`src/sv/bopd_pkg.sv`:
```
`timescale 1ns / 1ps
package bopd_pkg;

  localparam int CFG_IDX_W   = 2;
  localparam int CFG_DATA_W  = 32;
  localparam int QUEUE_DEPTH = 4;

  // register indexes
  localparam logic [CFG_IDX_W-1:0] REG_FRAME_PIXELS = 2'd0;
  localparam logic [CFG_IDX_W-1:0] REG_HEADER_LIMIT = 2'd1;

  localparam logic [24:0] FRAME_PIXELS_RST = 25'd6224001;
  localparam logic [15:0] HEADER_LIMIT_RST = 16'd2000;
  localparam logic [24:0] MAX_FRAME        = 25'd16777216;

  localparam logic [7:0]  MARKER_BYTE = 8'hD5;
  localparam logic [7:0]  ESCAPE_BYTE = 8'h80;
  localparam logic [15:0] ESCAPE_WORD = 16'h8000;

  typedef struct packed {
    logic [7:0] data_byte;
    logic       frame_start;
  } in_item_t;

  typedef struct packed {
    logic signed [31:0] pixel_value;
    logic [23:0]        pixel_index;
    logic               last_pixel;
    logic [30:0]        max_count;
  } out_item_t;

  // decoded delta handed from front to back
  typedef struct packed {
    logic [31:0] delta;
    logic [23:0] index;
    logic        last;
  } delta_item_t;

  typedef struct packed {
    logic full;
    logic empty;
  } queue_status_t;

endpackage

```
`src/sv/bopd_front.sv`:
```
`timescale 1ns / 1ps
module bopd_front (
  input  logic                  clk,
  input  logic                  rst_n,
  input  logic                  accept,
  input  bopd_pkg::in_item_t    in_item,
  input  logic [24:0]           frame_pixels,
  input  logic [15:0]           header_limit,
  output logic                  push,
  output bopd_pkg::delta_item_t push_item
);

  localparam logic [2:0] PH_HEADER = 3'd0;
  localparam logic [2:0] PH_BYTE   = 3'd1;
  localparam logic [2:0] PH_WORD   = 3'd2;
  localparam logic [2:0] PH_LONG   = 3'd3;
  localparam logic [2:0] PH_IDLE   = 3'd4;

  logic [2:0]  phase_r, phase_nxt, phase_c;
  logic [15:0] seen_r, seen_nxt, seen_c;
  logic [23:0] part_r, part_nxt, part_c;
  logic [1:0]  held_r, held_nxt, held_c;
  logic [23:0] cnt_r, cnt_nxt, cnt_c;

  logic        emit;
  logic [31:0] delta;
  logic [24:0] limit;
  logic        last;
  logic [15:0] word;
  logic [7:0]  b;

  assign b    = in_item.data_byte;
  assign word = {b, part_c[7:0]};

  // clamp frame size into 1 .. 2^24
  always_comb begin
    if (frame_pixels == 25'd0) begin
      limit = 25'd1;
    end else if (frame_pixels > bopd_pkg::MAX_FRAME) begin
      limit = bopd_pkg::MAX_FRAME;
    end else begin
      limit = frame_pixels;
    end
  end

  assign last = ({1'b0, cnt_c} + 25'd1) >= limit;

  always_comb begin
    // frame start wipes the frame state before the byte is looked at
    if (in_item.frame_start) begin
      phase_c = PH_HEADER;
      seen_c  = '0;
      part_c  = '0;
      held_c  = '0;
      cnt_c   = '0;
    end else begin
      phase_c = phase_r;
      seen_c  = seen_r;
      part_c  = part_r;
      held_c  = held_r;
      cnt_c   = cnt_r;
    end
    phase_nxt = phase_c;
    seen_nxt  = seen_c;
    part_nxt  = part_c;
    held_nxt  = held_c;
    cnt_nxt   = cnt_c;
    emit      = 1'b0;
    delta     = '0;
    case (phase_c)
      PH_HEADER: begin
        if (seen_c >= header_limit) begin
          phase_nxt = PH_IDLE;
        end else if (b == bopd_pkg::MARKER_BYTE) begin
          phase_nxt = PH_BYTE;
        end else begin
          seen_nxt = seen_c + 16'd1;
          if (({1'b0, seen_c} + 17'd1) >= {1'b0, header_limit}) begin
            phase_nxt = PH_IDLE;
          end
        end
      end
      PH_BYTE: begin
        if (b == bopd_pkg::ESCAPE_BYTE) begin
          phase_nxt = PH_WORD;
          part_nxt  = '0;
          held_nxt  = '0;
        end else begin
          emit  = 1'b1;
          delta = {{24{b[7]}}, b};
        end
      end
      PH_WORD: begin
        if (held_c == 2'd0) begin
          part_nxt = {16'd0, b};
          held_nxt = 2'd1;
        end else if (word == bopd_pkg::ESCAPE_WORD) begin
          phase_nxt = PH_LONG;
          part_nxt  = '0;
          held_nxt  = '0;
        end else begin
          emit  = 1'b1;
          delta = {{16{word[15]}}, word};
        end
      end
      PH_LONG: begin
        // little-endian: bytes 0..2 collect, byte 3 completes
        case (held_c)
          2'd0:    part_nxt = {part_c[23:8], b};
          2'd1:    part_nxt = {part_c[23:16], b, part_c[7:0]};
          2'd2:    part_nxt = {b, part_c[15:0]};
          default: part_nxt = part_c;
        endcase
        held_nxt = held_c + 2'd1;
        if (held_c == 2'd3) begin
          emit  = 1'b1;
          delta = {b, part_c};
        end
      end
      default: begin
        phase_nxt = phase_c;
      end
    endcase
    if (emit) begin
      cnt_nxt   = cnt_c + 24'd1;
      part_nxt  = '0;
      held_nxt  = '0;
      phase_nxt = last ? PH_IDLE : PH_BYTE;
    end
  end

  assign push            = accept && emit;
  assign push_item.delta = delta;
  assign push_item.index = cnt_c;
  assign push_item.last  = last;

  always_ff @(posedge clk) begin
    if (!rst_n) begin
      phase_r <= PH_HEADER;
      seen_r  <= '0;
      part_r  <= '0;
      held_r  <= '0;
      cnt_r   <= '0;
    end else if (accept) begin
      phase_r <= phase_nxt;
      seen_r  <= seen_nxt;
      part_r  <= part_nxt;
      held_r  <= held_nxt;
      cnt_r   <= cnt_nxt;
    end
  end

endmodule

```
`src/sv/bopd_queue.sv`:
```
`timescale 1ns / 1ps
module bopd_queue #(
  parameter int DEPTH = bopd_pkg::QUEUE_DEPTH
) (
  input  logic                  clk,
  input  logic                  rst_n,
  input  logic                  push,
  input  bopd_pkg::delta_item_t push_item,
  input  logic                  pop,
  output bopd_pkg::delta_item_t pop_item,
  output bopd_pkg::queue_status_t status
);

  localparam int PTR_W = (DEPTH > 1) ? $clog2(DEPTH) : 1;
  localparam int CNT_W = $clog2(DEPTH + 1);
  localparam logic [PTR_W-1:0] PTR_LAST = PTR_W'(DEPTH - 1);
  localparam logic [CNT_W-1:0] CNT_FULL = CNT_W'(DEPTH);

  bopd_pkg::delta_item_t mem_r [DEPTH];
  logic [PTR_W-1:0] wr_ptr_r, rd_ptr_r;
  logic [CNT_W-1:0] count_r;
  logic             do_push, do_pop;

  assign status.full  = (count_r == CNT_FULL);
  assign status.empty = (count_r == '0);
  assign do_push      = push && !status.full;
  assign do_pop       = pop && !status.empty;
  assign pop_item     = mem_r[rd_ptr_r];

  always_ff @(posedge clk) begin
    if (do_push) begin
      mem_r[wr_ptr_r] <= push_item;
    end
  end

  always_ff @(posedge clk) begin
    if (!rst_n) begin
      wr_ptr_r <= '0;
      rd_ptr_r <= '0;
      count_r  <= '0;
    end else begin
      if (do_push) begin
        wr_ptr_r <= (wr_ptr_r == PTR_LAST) ? '0 : wr_ptr_r + PTR_W'(1);
      end
      if (do_pop) begin
        rd_ptr_r <= (rd_ptr_r == PTR_LAST) ? '0 : rd_ptr_r + PTR_W'(1);
      end
      if (do_push && !do_pop) begin
        count_r <= count_r + CNT_W'(1);
      end else if (do_pop && !do_push) begin
        count_r <= count_r - CNT_W'(1);
      end
    end
  end

endmodule

```
`src/sv/bopd_back.sv`:
```
`timescale 1ns / 1ps
module bopd_back (
  input  logic                  clk,
  input  logic                  rst_n,
  input  logic                  q_valid,
  input  bopd_pkg::delta_item_t q_item,
  output logic                  pop,
  output logic                  out_valid,
  input  logic                  out_ready,
  output bopd_pkg::out_item_t   out_data
);

  logic [31:0] prev_r, base, value;
  logic [30:0] max_r, max_base, max_nxt;
  logic        first;
  logic        out_valid_r;
  bopd_pkg::out_item_t out_data_r;

  // index zero opens a frame: previous pixel and maximum start from zero
  assign first    = (q_item.index == 24'd0);
  assign base     = first ? 32'd0 : prev_r;
  assign max_base = first ? 31'd0 : max_r;
  assign value    = base + q_item.delta;
  assign max_nxt  = (!value[31] && (value[30:0] > max_base)) ? value[30:0] : max_base;

  assign pop       = q_valid && (!out_valid_r || out_ready);
  assign out_valid = out_valid_r;
  assign out_data  = out_data_r;

  always_ff @(posedge clk) begin
    if (pop) begin
      out_data_r.pixel_value <= value;
      out_data_r.pixel_index <= q_item.index;
      out_data_r.last_pixel  <= q_item.last;
      out_data_r.max_count   <= max_nxt;
    end
  end

  always_ff @(posedge clk) begin
    if (!rst_n) begin
      out_valid_r <= 1'b0;
      prev_r      <= '0;
      max_r       <= '0;
    end else begin
      if (pop) begin
        out_valid_r <= 1'b1;
        prev_r      <= value;
        max_r       <= max_nxt;
      end else if (out_ready) begin
        out_valid_r <= 1'b0;
      end
    end
  end

endmodule

```
`src/sv/byte_offset_pixel_decoder_top.sv`:
```
`timescale 1ns / 1ps
// Channel   Direction  Payload / fields                               Handshake
// in_       input      in_item_t: data_byte, frame_start              in_valid / in_ready
// out_      output     out_item_t: pixel_value, pixel_index,          out_valid / out_ready
//                      last_pixel, max_count
// cfg_      input      cfg_index (0 frame_pixels, 1 header_limit),    cfg_valid / cfg_ready
//                      cfg_data
//
// One byte is taken per cycle while in_ready is high; the pixel that a byte
// completes is registered into the queue by the front, then into out reg by the back.
// The front decoder takes one byte every clock while the queue is not full.
// Reset (rst_n low, synchronous) clears frame state, empties the queue and
// loads frame_pixels = 6224001, header_limit = 2000.
// in_ready drops only when the delta queue is full; the queue absorbs
// out_ready stalls for up to QUEUE_DEPTH pixels.
module byte_offset_pixel_decoder_top #(
  parameter int QUEUE_DEPTH = bopd_pkg::QUEUE_DEPTH
) (
  input  logic                              clk,
  input  logic                              rst_n,
  // byte input
  input  logic                              in_valid,
  output logic                              in_ready,
  input  bopd_pkg::in_item_t                in_data,
  // pixel output
  output logic                              out_valid,
  input  logic                              out_ready,
  output bopd_pkg::out_item_t               out_data,
  // register writes
  input  logic                              cfg_valid,
  output logic                              cfg_ready,
  input  logic [bopd_pkg::CFG_IDX_W-1:0]    cfg_index,
  input  logic [bopd_pkg::CFG_DATA_W-1:0]   cfg_data
);

  logic [24:0] frame_pixels_r;
  logic [15:0] header_limit_r;

  logic                    in_accept;
  logic                    push;
  logic                    pop;
  bopd_pkg::delta_item_t   push_item;
  bopd_pkg::delta_item_t   pop_item;
  bopd_pkg::queue_status_t q_status;

  // register file: writes are always taken; unknown indexes are dropped
  assign cfg_ready = 1'b1;

  always_ff @(posedge clk) begin
    if (!rst_n) begin
      frame_pixels_r <= bopd_pkg::FRAME_PIXELS_RST;
      header_limit_r <= bopd_pkg::HEADER_LIMIT_RST;
    end else if (cfg_valid) begin
      case (cfg_index)
        bopd_pkg::REG_FRAME_PIXELS: frame_pixels_r <= cfg_data[24:0];
        bopd_pkg::REG_HEADER_LIMIT: header_limit_r <= cfg_data[15:0];
        default: ;
      endcase
    end
  end

  // front stalls only when the queue has no room for a possible pixel
  assign in_ready  = !q_status.full;
  assign in_accept = in_valid && in_ready;

  bopd_front u_front (
    .clk          (clk),
    .rst_n        (rst_n),
    .accept       (in_accept),
    .in_item      (in_data),
    .frame_pixels (frame_pixels_r),
    .header_limit (header_limit_r),
    .push         (push),
    .push_item    (push_item)
  );

  bopd_queue #(
    .DEPTH (QUEUE_DEPTH)
  ) u_queue (
    .clk       (clk),
    .rst_n     (rst_n),
    .push      (push),
    .push_item (push_item),
    .pop       (pop),
    .pop_item  (pop_item),
    .status    (q_status)
  );

  // back end: running value, running max, output register
  bopd_back u_back (
    .clk       (clk),
    .rst_n     (rst_n),
    .q_valid   (!q_status.empty),
    .q_item    (pop_item),
    .pop       (pop),
    .out_valid (out_valid),
    .out_ready (out_ready),
    .out_data  (out_data)
  );

endmodule

```
`config.mk`:
```
export PLATFORM = sky130hd
export DESIGN_NAME = byte_offset_pixel_decoder_top
export DESIGN_NICKNAME = d
export VERILOG_FILES = /design/src/sv/bopd_pkg.sv /design/src/sv/bopd_front.sv /design/src/sv/bopd_queue.sv /design/src/sv/bopd_back.sv /design/src/sv/byte_offset_pixel_decoder_top.sv
export SDC_FILE = /design/constraint.sdc
export NUM_CORES = 1
export LEC_CHECK = 0
export BUFFER_PORTS_ARGS = -buffer_cell sky130_fd_sc_hd__buf_2
export CAP_MARGIN = 20
export CORE_MARGIN = 8
export CORE_UTILIZATION = 50
export CTS_CLUSTER_DIAMETER = 30
export DETAILED_ROUTE_END_ITERATION = 6
export PLACE_DENSITY = 0.63
export SLEW_MARGIN = 30
export SYNTH_ARGS = -nofsm -noshare
export SYNTH_HDL_FRONTEND = slang
export SYNTH_SLANG_ARGS = --single-unit
```
`constraint.sdc`:
```
create_clock -name clk -period 22.7 [get_ports clk]
set_input_delay 2.27 -clock clk [delete_from_list [all_inputs] [get_ports clk]]
set_output_delay 2.27 -clock clk [all_outputs]
set_load 0.05 [all_outputs]
```
After elaboration in Yosys (flattened, before gate mapping)
Memory sizes are Yosys's and may differ from the RTL's. A register that Yosys moved wholly into a read port is not among the register bits.
Cells that the tools add are included.
{ "totals": {"reg_bits": 269, "ramBits": 228, "input_bits": 48, "output_inout_bits": 91, "wordCells": 125, "n_memories": 1} }
{ "mem_list": {"columns": ["name", "words", "word_bits", "read_ports", "rd_ports_with_merged_regs", "write_ports", "line", "text"], "rows": [
  ["u_queue.mem_r", 4, 57, 1, 1, 1, "bopd_queue.sv:19", "bopd_pkg::delta_item_t mem_r [DEPTH];"]
]} }
{ "classes": {"add_sub_neg": 10, "magnitude_cmp": 5, "n_eq_ne": 13, "muxes": 54, "n_reduce_logical": 25} }
{ "op_table": {"columns": ["operator", "count"], "rows": [
  ["$mux W24", 7],
  ["$mux W32", 5],
  ["$pmux W24 S3", 2],
  ["$pmux W32 S3", 1],
  ["$mux W16", 4],
  ["$mux W31", 2],
  ["$mux W25", 2],
  ["$mux W3", 11],
  ["$add A32 B32 Y32", 1],
  ["$gt A31 B31 Y1", 1],
  ["$add A24 B1 Y25 const B", 1],
  ["$ge A25 B25 Y1", 1],
  ["$gt A25 B25 Y1 const B", 1],
  ["$logic_not A25 Y1", 1],
  ["$add A24 B1 Y24 const B", 1],
  ["$logic_not A24 Y1", 1],
  ["$mux W2", 9],
  ["$add A16 B1 Y17 const B", 1],
  ["$ge A17 B16 Y1", 1],
  ["$add A16 B1 Y16 const B", 1],
  ["$eq A16 B16 Y1 const B", 1],
  ["$eq A8 B8 Y1 const B", 2],
  ["$ge A16 B16 Y1", 1],
  ["$pmux W3 S3", 1],
  ["18 further kinds", 48]
]} }

Longest topological paths before layout
{ "depth": {"word_depth": 11, "mapped_depth": 33, "ltp_nobuf": 27} }

Hierarchy
A second synthesis with hierarchy kept.
{ "unflattened": {"cells_unflattened": 2051, "area_unflattened_um2": 24359.6} }
{ "modules_own_cells": {"columns": ["module", "instances", "cells_per_inst", "area_per_inst_um2", "seq_area_each_um2"], "rows": [
  ["bopd_queue", 1, 348, 8693.3, 7026.7],
  ["bopd_back", 1, 782, 8104.0, 3923.8],
  ["bopd_front", 1, 738, 5779.3, 1381.3],
  ["byte_offset_pixel_decoder_top", 1, 183, 1783.0, 820.8]
]} }

Worst setup path before layout
OpenSTA, ideal clock, no wires.
{ "synth_path": {"path_kind": "register to register", "from": "register (tool-made name)", "to": "register u_back.out_data_r, in the netlist u_back.out_data[12], data pin", "setup_ns": 0.256, "arrival_time_ns": 6.864, "required_ns": 22.444, "setup_slack_ns": 15.580, "stages_incl_launch_ff": 32, "n_path_buf": 5, "synth_period_minus_slack_ns": 7.120, "cell_sequence": "dfxtp_1 buf_2 mux4_2 nor4_1 nand4_1 or2_2 clkbuf_1 clkbuf_1 clkbuf_1 nand2_1 inv_1 ha_1 a211oi_1 o211ai_1 and2_1 or4b_1 a31oi_1 o21ai_0 nor4bb_1 or3b_2 nand2_1 inv_1 ha_1 and3_1 nand4_1 nor4_1 o41ai_1 o2111ai_1 nand4_1 buf_2 and2_1 a22o_1"} }
{ "synth_lines": {"columns": ["item", "line", "text"], "rows": [
  ["to (decl)", "bopd_back.sv:17", "bopd_pkg::out_item_t out_data_r;"]
]} }

==> key figures <==
Layout
  – Fraction of layout cells with a size suffix above 1: 17.61%
  – Nets@finish: 2431
  – Synthesis-to-finish area growth: 19.55%
  – ANT cells: 0
  – Finished Layout Cells: 2949

Pwr
  – Leak: 11.55 nW
  – P per Cell Area: 138.6 nW/um^2
  – Maximum VDD drop: 0.08720 mV

Yosys
  – Syn avg cell area: 11.27 sq um
  – Seq cells post-synth: 499
  – Number of synthesized flops with an enable pin: 316
  – Async set-or-reset flop fraction in the synthesized netlist: 0%
  – Sequential area share after synthesis: 55.17%
  – Yosys warning total: 0
  – Largest cells by area after synthesis: edfxtp_1 (40%), dfxtp_1 (15%), ha_1 (6.9%)
  – Count leader, synth: edfxtp_1
  – Top_reg_cell synth: edfxtp_1
  – Mapped Area: 23840 sq um
  – Top cell type's share of synthesized area: 39.80%
  – Count of cell types in the netlist: 75
  – Total nets after synthesis: 2297
  – Synthesized netlist cell count: 2116
  – Commonest cells in the netlist: edfxtp_1 (316), nand2_1 (263), dfxtp_1 (183)
  – Largest area contributor in the netlist: edfxtp_1

CTS
  – Post-CTS setup repair buffer count: 0
  – Post-cts resize count: 0
  – Root Driver: clkbuf_16
  – Max Root-Sink Buffers: 3
  – Reg clk slew, reported paths: 50 ps
  – Clock net sink count: 499
  – Clk_lat worst skew: 630 ps
  – TritonCTS clock tree: yes
  – Cts hold-fix bufs: 0
  – H-tree levels: 3
  – Cts bufs inserted: 97

Global routing
  – Largest net degree at the start of global routing: 91
  – Total GRT Usage: 20.21%
  – Number of global-route vias before repair: 16510
  – First-pass GRT wire length: 88130 um
  – Initial antenna violation count: 1
  – GRT overflow: 0

Floorplanning
  – Die footprint: 54920 sq um
  – Core box area: 47450 sq um
  – Die Width: 234.4 um
  – FP Rows: 80
  – I/O pin cnt: 139
  – Die height: 234.4 um
  – Initial Utilization: 50.25%

Critical path
  – Slowest stage delay, CP: 670 ps
  – Setup crit end kind: flip-flop
  – Critical path arrival: 9680 ps
  – WS Path Type: reg -> reg
  – Critical Path RT: 23060 ps
  – Crit Path Max Fanout: 67
  – Worst path slowest cell: buf_4
  – Register-to-register setup slack: 13380 ps
  – Worst Setup Start Kind: flip-flop

Detailed routing
  – WL final: 55640 um
  – Vias/cell: 5.710
  – Vias post-DR: 16840
  – Number of remaining DRC errors: 0
  – DR WL/cell: 18.87 um
  – Detail Route Antenna Nets: 0
  – Drt pass-1 iters: 5
  – Initial drt markers: 1353

STA
  – Slew headroom: 37.30%
  – Worst Skew: 35.24 ps
  – Final hold vios: 0
  – Max Clk Rate: 107.3 MHz
  – Final Cycle Share: 41.04%
  – RSZ-0062 raised after global routing: false
  – Final Setup Violations: 0
  – WHS: 449.4 ps
  – Setup TNS: 0 ps
  – Minimum clock period: 9317 ps
  – Worst Max-Slew Pin Slew: 940.5 ps
  – Worst Slack Setup Final: 13380 ps
  – Fin. max-slew vios: 0

Placement
  – DP Cell Count: 2766
  – DP HPWL: 37030 um
  – Placement Setup Slack: 13290 ps
  – Routability cong.: 0.8720
  – PortBufs: 130

Job
  – Max Cap Violations: 0

Run status
  – Status: complete, no violations

Worst hold path
  – Worst Hold Class: reg -> reg
[cell families after synthesis]
kind of cell	share of synthesized area (%)
adder cells (fa/ha/maj)	7.044
flip-flops	55.17
other	0.01573
AO/OA/AOI/OAI	11.91
XOR/XNOR	2.315
AND/OR/NAND/NOR	14.59
multiplexers	6.146
buffers and inverters	2.808
[final timing paths]
kind,depth (start not counted),startpoint,to
worst max register to register,29,flip-flop,u_back.out_data[12]
worst min-delay path,2,u_back.prev_r[22],u_back.prev_r[22]
worst min register to register,2,u_back.prev_r[22],u_back.prev_r[22]
worst max-delay path,29,flip-flop,u_back.out_data[12]
[power breakdown]
part	total [mW]	internal, mW	switching, mW
logic	1.27	0.382	0.884
clock network	1.49	0.996	0.498
registers	1.19	1.14	0.0473
[routing by layer]
layer  track usage [%]  share of wire, %
met1             28.72                47
met2             31.14                45
met3             3.254               5.5
met4             7.289               2.4
met5                 0             0.022
[state kept, by name (all words and copies together), names as in the netlist, named ones only]
register	count
u_front.held_r	2
u_queue.wr_ptr_r	2
u_front.part_r	24
u_front.cnt_r	24
u_queue.rd_ptr_r	2
u_front.seen_r	16
u_back.out_data	88
u_queue.mem_r	228
u_front.phase_r	3
header_limit_r	16
frame_pixels_r	25
u_back.out_valid	1
u_back.prev_r	32
u_back.max_r	31
u_queue.count_r	3
[cell type report]
class / instances / area (sq um)
fillers: 3848 / 18950
clock inverters: 77 / 998.5
multi-input cells: 1446 / 10050
well taps: 615 / 769.5
clock buffers: 106 / 2521
repair buffers: 146 / 774.5
flip-flops and latches: 499 / 13160
inverters: 60 / 230.2
[cell usage in the layout, fill, tap and decap left out, types with 23 or more instances in the layout]
cell type  count
dfxtp_1      181
and2_1        46
nor2b_1       48
clkbuf_16     97
nand2_1      263
and3_1        23
a21oi_1      152
nor2_1       152
nand3_1       60
inv_1         54
edfxtp_1     316
mux4_2        57
a21o_1        54
a22oi_1       45
buf_2        130
xnor2_1       27
xor2_1        36
nand4_1       24
nor3_1        23
ha_1         131
o21ai_0       88
[worst max-delay path: cells and delay by family, from the launching register on]
kind,cells,cell delay (ps)
AND/OR/NAND/NOR,14,4020
AO/OA/AOI/OAI,7,1580
buffers and inverters,5,1550
multiplexers,1,660
flip-flops,1,630
adder cells (fa/ha/maj),2,580
[per-stage QoR]
| stage | area (sq um) | power, mW | util [%] |
|---|---|---|---|
| floorplan | 23840 | 2.177 | - |
| global placement | 24970 | 2.448 | 52.63 |
| detailed placement | 24970 | 2.472 | 52.63 |
| CTS | 28490 | 3.978 | 60.05 |
| global route | 28500 | 4.141 | 60.07 |
| finish | 28500 | 3.951 | 60.07 |
No activity file was read; power rests on OpenSTA's default activity.
